$ cat config.mk
export PLATFORM = sky130hd
export DESIGN_NAME = sprite_quad_batch_setup
export DESIGN_NICKNAME = d
export VERILOG_FILES = /design/src/sqbs_pkg.sv /design/src/sprite_quad_batch_setup.sv
export SDC_FILE = /design/constraint.sdc
export NUM_CORES = 2
export LEC_CHECK = 0
export BUFFER_PORTS_ARGS = -buffer_cell sky130_fd_sc_hd__buf_2
export CORE_UTILIZATION = 53
export CTS_CLUSTER_SIZE = 25
export DETAILED_ROUTE_END_ITERATION = 8
export MAX_ROUTING_LAYER = met4
export PLACE_DENSITY = 0.77
export SLEW_MARGIN = 20
export SYNTH_ARGS = -nofsm -noshare
export SYNTH_HDL_FRONTEND = slang
export SYNTH_SLANG_ARGS = --single-unit
$ cat constraint.sdc
create_clock -name clk_i -period 14.5 [get_ports clk_i]
set_clock_uncertainty 0.2 [all_clocks]
set_input_delay 0.725 -clock clk_i [delete_from_list [all_inputs] [get_ports clk_i]]
set_output_delay 0.725 -clock clk_i [all_outputs]
set_load 0.01 [all_outputs]
$ cat src/sqbs_pkg.sv
`default_nettype none

package sqbs_pkg;

  localparam int SQBS_TEXTURE_SLOTS = 32;
  localparam int SQBS_MAX_QUADS     = 8192;

  localparam int IN_DATA_W  = 256;
  localparam int OUT_DATA_W = 168;
  localparam int PROD_W     = 48;
  localparam int ACC_W      = 51;
  localparam int FRAC_SHIFT = 15;

  localparam logic [ACC_W-1:0] ROUND_HALF = ACC_W'(16384);

  localparam logic MODE_DRAW   = 1'b0;
  localparam logic MODE_END    = 1'b1;
  localparam logic KIND_VERTEX = 1'b0;
  localparam logic KIND_FLUSH  = 1'b1;

  typedef struct packed {
    logic        [15:0] tex_scale;
    logic        [31:0] color_in;
    logic        [15:0] texture_id;
    logic signed [15:0] sin_angle;
    logic signed [15:0] cos_angle;
    logic signed [31:0] size_y;
    logic signed [31:0] size_x;
    logic signed [31:0] pos_z;
    logic signed [31:0] pos_y;
    logic signed [31:0] pos_x;
  } sqbs_req_t;

  typedef struct packed {
    logic        [1:0]  pad;
    logic        [13:0] batch_count;
    logic        [15:0] scale_out;
    logic        [5:0]  tex_slot;
    logic        [31:0] color_out;
    logic               tex_v;
    logic               tex_u;
    logic signed [31:0] vertex_z;
    logic signed [31:0] vertex_y;
    logic signed [31:0] vertex_x;
  } sqbs_vtx_t;

  function automatic logic signed [31:0] sat32(input logic signed [ACC_W-FRAC_SHIFT-1:0] v);
    logic signed [31:0] r;
    if (v > (ACC_W-FRAC_SHIFT)'(64'sh7FFF_FFFF)) begin
      r = 32'sh7FFF_FFFF;
    end else if (v < -(ACC_W-FRAC_SHIFT)'(64'sh8000_0000)) begin
      r = 32'sh8000_0000;
    end else begin
      r = v[31:0];
    end
    return r;
  endfunction

endpackage

`default_nettype wire

$ cat src/sprite_quad_batch_setup.sv
// Sprite quad setup for a batch renderer.
// Slave stream: one word per request; tuser = mode (0 draw, 1 end scene).
// Master stream: vertex and flush words; tuser = kind (0 vertex, 1 flush),
// tlast marks the final word caused by a request.
// A draw emits four corner vertices, preceded by a flush word when the batch
// or the texture slot table is full. End scene emits one flush word.
// Flow: ready only while the sequencer idles. An untextured draw goes from
// accept through lookup, the multiply steps and the vertex words back to
// idle; an end scene passes through the flush state alone. A textured draw
// adds a probe per slot table entry (one memory read and one compare each)
// and the miss state on a miss. A full batch adds its flush word, a full slot
// table a flush word, then a fresh lookup that lands in slot 1.
// The single 32x16 multiplier forms a quad's products in turn; the output
// register then drains one vertex per cycle while the receiver accepts.
// When the receiver stalls, the output word holds and the sequencer waits.
// Reset leaves one slot in use (white) and an empty batch; the slot table
// needs no clearing since only written entries are ever probed.
`default_nettype none

module sprite_quad_batch_setup
  import sqbs_pkg::*;
#(
  parameter int TEXTURE_SLOTS = SQBS_TEXTURE_SLOTS,
  parameter int MAX_QUADS     = SQBS_MAX_QUADS
) (
  input  wire logic                  clk_i,
  input  wire logic                  rst_ni,
  input  wire logic                  s_axis_tvalid_i,
  output      logic                  s_axis_tready_o,
  // pos_x, pos_y, pos_z, size_x, size_y, cos_angle, sin_angle, texture_id,
  // color_in, tex_scale
  input  wire logic [IN_DATA_W-1:0]  s_axis_tdata_i,
  // mode
  input  wire logic                  s_axis_tuser_i,
  output      logic                  m_axis_tvalid_o,
  input  wire logic                  m_axis_tready_i,
  // vertex_x, vertex_y, vertex_z, tex_u, tex_v, color_out, tex_slot,
  // scale_out, batch_count, 2 zero bits
  output      logic [OUT_DATA_W-1:0] m_axis_tdata_o,
  // kind
  output      logic                  m_axis_tuser_o,
  output      logic                  m_axis_tlast_o
);

  localparam int IW = $clog2(TEXTURE_SLOTS + 1);
  localparam int AW = $clog2(TEXTURE_SLOTS);
  localparam int BW = $clog2(MAX_QUADS + 1);

  localparam logic [3:0] S_IDLE   = 4'd0;
  localparam logic [3:0] S_FLUSH  = 4'd1;
  localparam logic [3:0] S_LOOKUP = 4'd2;
  localparam logic [3:0] S_READ   = 4'd3;
  localparam logic [3:0] S_CMP    = 4'd4;
  localparam logic [3:0] S_MISS   = 4'd5;
  localparam logic [3:0] S_MUL    = 4'd6;
  localparam logic [3:0] S_VTX    = 4'd7;

  localparam logic [1:0] LAST_STEP = 2'd3;

  logic [3:0]    state_q, state_d;
  logic [IW-1:0] used_q, used_d;
  logic [IW-1:0] idx_q, idx_d;
  logic [IW-1:0] slot_q, slot_d;
  logic [BW-1:0] batch_q, batch_d;
  logic [1:0]    step_q, step_d;
  logic          flush_last_q, flush_last_d;
  logic          out_valid_q, out_valid_d;

  sqbs_req_t          req_q;
  logic signed [PROD_W-1:0] prod_q [4];
  logic        [15:0] rdata_q;
  logic        [15:0] slot_mem [TEXTURE_SLOTS];
  sqbs_vtx_t          out_data_q;
  logic               out_user_q;
  logic               out_last_q;

  logic        in_fire;
  logic        out_free;
  logic        req_load;
  logic        rd_en;
  logic        mem_we;
  logic        mul_en;
  logic        out_load;
  sqbs_vtx_t   out_item;
  logic        out_kind;
  logic        out_lst;

  logic signed [31:0]       mul_a;
  logic signed [15:0]       mul_b;
  logic signed [PROD_W-1:0] mul_p;
  logic                     sx_neg;
  logic                     sy_neg;
  logic signed [ACC_W-1:0]  pos_x_ext;
  logic signed [ACC_W-1:0]  pos_y_ext;
  logic signed [ACC_W-1:0]  t_cx, t_sy, t_sx, t_cy;
  logic signed [ACC_W-1:0]  x_sum, y_sum;
  logic signed [31:0]       vx, vy;

  assign s_axis_tready_o = (state_q == S_IDLE);
  assign in_fire         = s_axis_tvalid_i && s_axis_tready_o;
  assign out_free        = !out_valid_q || m_axis_tready_i;

  assign m_axis_tvalid_o = out_valid_q;
  assign m_axis_tdata_o  = out_data_q;
  assign m_axis_tuser_o  = out_user_q;
  assign m_axis_tlast_o  = out_last_q;

  // shared multiplier: cos*size_x, sin*size_y, sin*size_x, cos*size_y
  assign mul_a = step_q[0] ? req_q.size_y : req_q.size_x;
  assign mul_b = (step_q[0] ^ step_q[1]) ? req_q.sin_angle : req_q.cos_angle;
  assign mul_p = mul_a * mul_b;

  // corner order: (-,-), (+,-), (+,+), (-,+)
  always_comb begin
    sx_neg    = ~(step_q[1] ^ step_q[0]);
    sy_neg    = ~step_q[1];
    pos_x_ext = $signed({{(ACC_W-32-FRAC_SHIFT){req_q.pos_x[31]}}, req_q.pos_x,
                         {FRAC_SHIFT{1'b0}}});
    pos_y_ext = $signed({{(ACC_W-32-FRAC_SHIFT){req_q.pos_y[31]}}, req_q.pos_y,
                         {FRAC_SHIFT{1'b0}}});
    t_cx  = sx_neg ? -ACC_W'(prod_q[0]) : ACC_W'(prod_q[0]);
    t_sy  = sy_neg ?  ACC_W'(prod_q[1]) : -ACC_W'(prod_q[1]);
    t_sx  = sx_neg ? -ACC_W'(prod_q[2]) : ACC_W'(prod_q[2]);
    t_cy  = sy_neg ? -ACC_W'(prod_q[3]) : ACC_W'(prod_q[3]);
    x_sum = pos_x_ext + t_cx + t_sy + $signed(ROUND_HALF);
    y_sum = pos_y_ext + t_sx + t_cy + $signed(ROUND_HALF);
    vx    = sat32(x_sum[ACC_W-1:FRAC_SHIFT]);
    vy    = sat32(y_sum[ACC_W-1:FRAC_SHIFT]);
  end

  always_comb begin
    state_d      = state_q;
    used_d       = used_q;
    idx_d        = idx_q;
    slot_d       = slot_q;
    batch_d      = batch_q;
    step_d       = step_q;
    flush_last_d = flush_last_q;
    req_load     = 1'b0;
    rd_en        = 1'b0;
    mem_we       = 1'b0;
    mul_en       = 1'b0;
    out_load     = 1'b0;
    out_item     = '0;
    out_kind     = KIND_VERTEX;
    out_lst      = 1'b0;
    unique case (state_q)
      S_IDLE: begin
        if (in_fire) begin
          req_load = 1'b1;
          if (s_axis_tuser_i == MODE_END) begin
            flush_last_d = 1'b1;
            state_d      = S_FLUSH;
          end else if (batch_q >= BW'(MAX_QUADS)) begin
            flush_last_d = 1'b0;
            state_d      = S_FLUSH;
          end else begin
            state_d = S_LOOKUP;
          end
        end
      end
      S_FLUSH: begin
        if (out_free) begin
          out_load             = 1'b1;
          out_kind             = KIND_FLUSH;
          out_lst              = flush_last_q;
          out_item.tex_slot    = 6'(used_q);
          out_item.batch_count = 14'(batch_q);
          used_d               = IW'(1);
          batch_d              = '0;
          state_d              = flush_last_q ? S_IDLE : S_LOOKUP;
        end
      end
      S_LOOKUP: begin
        if (req_q.texture_id == '0) begin
          slot_d  = '0;
          step_d  = '0;
          state_d = S_MUL;
        end else begin
          idx_d   = IW'(1);
          state_d = S_READ;
        end
      end
      S_READ: begin
        if (idx_q >= used_q) begin
          state_d = S_MISS;
        end else begin
          rd_en   = 1'b1;
          state_d = S_CMP;
        end
      end
      S_CMP: begin
        if (rdata_q == req_q.texture_id) begin
          slot_d  = idx_q;
          step_d  = '0;
          state_d = S_MUL;
        end else begin
          idx_d   = idx_q + IW'(1);
          state_d = S_READ;
        end
      end
      S_MISS: begin
        if (used_q >= IW'(TEXTURE_SLOTS)) begin
          flush_last_d = 1'b0;
          state_d      = S_FLUSH;
        end else begin
          mem_we  = 1'b1;
          slot_d  = used_q;
          used_d  = used_q + IW'(1);
          step_d  = '0;
          state_d = S_MUL;
        end
      end
      S_MUL: begin
        mul_en = 1'b1;
        step_d = step_q + 2'd1;
        if (step_q == LAST_STEP) begin
          state_d = S_VTX;
        end
      end
      S_VTX: begin
        if (out_free) begin
          out_load           = 1'b1;
          out_lst            = (step_q == LAST_STEP);
          out_item.vertex_x  = vx;
          out_item.vertex_y  = vy;
          out_item.vertex_z  = req_q.pos_z;
          out_item.tex_u     = step_q[1] ^ step_q[0];
          out_item.tex_v     = step_q[1];
          out_item.color_out = req_q.color_in;
          out_item.tex_slot  = 6'(slot_q);
          out_item.scale_out = req_q.tex_scale;
          step_d             = step_q + 2'd1;
          if (step_q == LAST_STEP) begin
            batch_d = batch_q + BW'(1);
            state_d = S_IDLE;
          end
        end
      end
      default: begin
        state_d = S_IDLE;
      end
    endcase
  end

  always_comb begin
    out_valid_d = out_valid_q;
    if (out_load) begin
      out_valid_d = 1'b1;
    end else if (m_axis_tready_i) begin
      out_valid_d = 1'b0;
    end
  end

  always_ff @(posedge clk_i or negedge rst_ni) begin
    if (!rst_ni) begin
      state_q      <= S_IDLE;
      used_q       <= IW'(1);
      idx_q        <= '0;
      slot_q       <= '0;
      batch_q      <= '0;
      step_q       <= '0;
      flush_last_q <= 1'b0;
      out_valid_q  <= 1'b0;
    end else begin
      state_q      <= state_d;
      used_q       <= used_d;
      idx_q        <= idx_d;
      slot_q       <= slot_d;
      batch_q      <= batch_d;
      step_q       <= step_d;
      flush_last_q <= flush_last_d;
      out_valid_q  <= out_valid_d;
    end
  end

  always_ff @(posedge clk_i) begin
    if (req_load) begin
      req_q <= sqbs_req_t'(s_axis_tdata_i);
    end
    if (mul_en) begin
      prod_q[step_q] <= mul_p;
    end
    if (out_load) begin
      out_data_q <= out_item;
      out_user_q <= out_kind;
      out_last_q <= out_lst;
    end
  end

  always_ff @(posedge clk_i) begin
    if (mem_we) begin
      slot_mem[used_q[AW-1:0]] <= req_q.texture_id;
    end
    if (rd_en) begin
      rdata_q <= slot_mem[idx_q[AW-1:0]];
    end
  end

  a_used_range: assert property (@(posedge clk_i) disable iff (!rst_ni)
    (used_q >= IW'(1)) && (used_q <= IW'(TEXTURE_SLOTS)))
    else $error("slot count out of range");

  a_batch_range: assert property (@(posedge clk_i) disable iff (!rst_ni)
    batch_q <= BW'(MAX_QUADS))
    else $error("batch count exceeds limit");

  a_flush_clears: assert property (@(posedge clk_i) disable iff (!rst_ni)
    (out_load && (state_q == S_FLUSH)) |=> ((used_q == IW'(1)) && (batch_q == '0)))
    else $error("flush did not restart batch");

  a_vertex_slot: assert property (@(posedge clk_i) disable iff (!rst_ni)
    (state_q == S_VTX) |-> (slot_q < used_q))
    else $error("vertex slot not allocated");

endmodule

`default_nettype wire
==> results.toml <==
[yosys]
synth_edf_count = 1144
synth_ff_type = "edfxtp_1"
ys_seq_area_share_pct = 49.6
synthDistinctLibCells = 84
avgSynthCellArea_um2 = 13.0
synth_area_mm2 = 0.0712
async_flop_share_pct = 3.30
yosysWarnings = 0
ys_seq_elements = 1183
postSynthCellCount = 5479

[worst_setup_path]
path_common_cell = "fa_1"
cp_slowest_stage_delay_ps = 790
path_max_fanout = 47
regToRegEndpoint = "prod_q[3][47]"
cp-end-kind = "flop"
critPathBufInv = 7
critPathRequiredTime_ps = 14760
worst-r2r-setup-slack_ps = 3980
cp.arrival_ps = 10780
ff2ff_path_depth = 28
worst_path_max_delay_cell = "dfrtp_2"
startpoint_type = "flop"
crit_type = "reg2reg"
worstReg2RegStart = "step_q[1]"
critical_path.top_delay_family = "adder cells"

[grt]
grt_usage_pct = 28.4
antenna_found_initial = 2
overflow = 0
grt_pass1_wl_um = 282000
grt_pass1_vias = 47100
grt_max_degree = 86

[clocking]
clk_latency_ps = 770
clkTransAtPathRegs_ps = 70
clockBufferDepth = 3
cts-root-buf = "clkbuf_16"
cts_tree = "built"
htreeDepth = 3
postCtsSetupRepairBufs = 0
clock-sinks = 1183
numCtsBuffers = 115

[sta]
tightest_slew_ps = 1250
fmax_ghz = 0.0951
drv_slew = 0
grt_setup_unrepaired = "no"
finalSetupViolations = 0
maxSlewHeadroom_pct = 14.1
tns_ps = 0
period_minus_slack_ps = 10520
finalHoldViolations = 0
period_share_pct = 72.5

[layout]
syn_to_final_growth_pct = 15.0
drive_gt1_share_pct = 15.9
final_common_cell = "edfxtp_1"
nFillCells = 9954
nets = 7280
layout_common_cells = "edfxtp_1 (1144), inv_1 (813), fa_1 (557)"

[die]
start_util_pct = 53.4
rows = 134
core_region_area_mm2 = 0.133
dieArea_mm2 = 0.136
ios = 433
fp.dieH_um = 368
fp.dieW_um = 368

[detailed_routing]
viasPerCell = 5.72
routed_wl_um = 186000
avgRoutedWirePerCell_um = 23.1
dr.pass1.iters = 8
routed-via-count = 46200
initialDrtViolationCount = 4523
drc = 2
ant_nets = 0

[worst_hold_path]
hp-start = "s_axis_tdata_i[131]"
hold_depth = 1
worstHoldEndpoint = "req_q[131]"
hp-class = "in2reg"

[run_status]
status = "finished with violations"
failed_checks = "DRC"

[place]
portBuffers = 430
hpwl_um = 129000
gp_congestion = 1.00

[flow_run]
maxCapViolCount = 0
how the worst max path moves through the flow:
stage / from / endpoint / cells after the start
2_1_floorplan: step_q[0] / prod_q[0][47] / 32
3_3_place_gp: step_q[1] / prod_q[0][47] / 27
3_5_place_dp: step_q[1] / prod_q[2][47] / 28
4_1_cts: step_q[1] / prod_q[3][47] / 28
5_1_grt: step_q[1] / prod_q[1][47] / 28
6_report: step_q[1] / prod_q[3][47] / 28
cells in the mapped netlist (all sizes together), types with 13 or more instances:
cell type  count  area, um^2
a21oi        209        1060
nor2b         24         150
nor2         463        1740
nand2        396        1490
fa           557       11200
nor3          61         327
dfrtp         38         951
xor2         132        1160
o21bai        15         113
nor4          31         236
mux2i         49         490
mux2          67         754
nand4         31         194
mux4         160        3600
inv          813        3050
buf           49         282
nand3         40         200
nand2b        22         138
clkbuf       119         447
a21o         116         871
o31ai         28         210
edfxtp      1144       34400
xnor2        204        1800
o21a          15         113
or3           13        86.3
and3         105         657
o21ai        117         698
and4          15         134
and2          34         213
ha           258        3230
a31oi         27         169
area by class of cell:
cell class,count,area [um^2],area share [%]
flip-flops and latches,1183,35300,43.2
multi-input cells,3315,32200,39.3
repair buffers,775,5390,6.58
inverters,814,3060,3.73
clock buffers,135,2970,3.63
well taps,1768,2210,2.70
clock inverters,81,709,0.867
diodes,2,5.00,0.00611
state kept, by name, summed over array words and instances, names as in the netlist:
signal / cells
slot_q: 6
pos_x_ext: 32
flush_last_q: 1
m_axis_tlast_o: 1
used_q: 6
prod_q: 192
m_axis_tvalid_o: 1
slot_mem: 512
idx_q: 6
batch_q: 14
step_q: 2
req_q: 192
m_axis_tdata_o: 166
pos_y_ext: 32
rdata_q: 16
m_axis_tuser_o: 1
state_q: 3
metal layers:
layer  track usage, %  up-vias  routed length, um  part of all wire [%]
li1                 -    20400                  -                     -
met1             37.4    23000              75000                    40
met2             44.0     2386              86900                    47
met3             5.42      383              17300                   9.3
met4             10.2        0               6990                   3.8
met5                -        -                  0                     0
cell families after synthesis:
kind of cell | count (synthesis) | synth area share [%]
compound gates | 626 | 5.75
xor+xnor | 337 | 4.19
mux | 276 | 6.81
simple gates | 1259 | 8.09
fa+ha+maj | 815 | 20.2
flops | 1183 | 49.6
other cells | 1 | 0.00527
buf+inv | 982 | 5.32
through the flow:
step,instances,instance area (um^2),setup slack (ps),util [%],hold slack [ps]
floorplan,5480,71200,4890,-,229
global placement,7605,75600,4430,56.7,306
detailed placement,7605,75600,4130,56.8,317
CTS,8067,81800,4080,61.4,2.91
global route,8072,81900,3390,61.4,0.279
finish,8073,81900,3980,61.4,44.1
repair_timing:
action	in CTS	in global routing
gates resized for setup	0	0
hold endpoints to repair	283	0
hold buffers	246	0
Power is left out: the tool's default activity adds up to more than one toggle a clock period on the data nets, which glitch-free logic cannot reach.
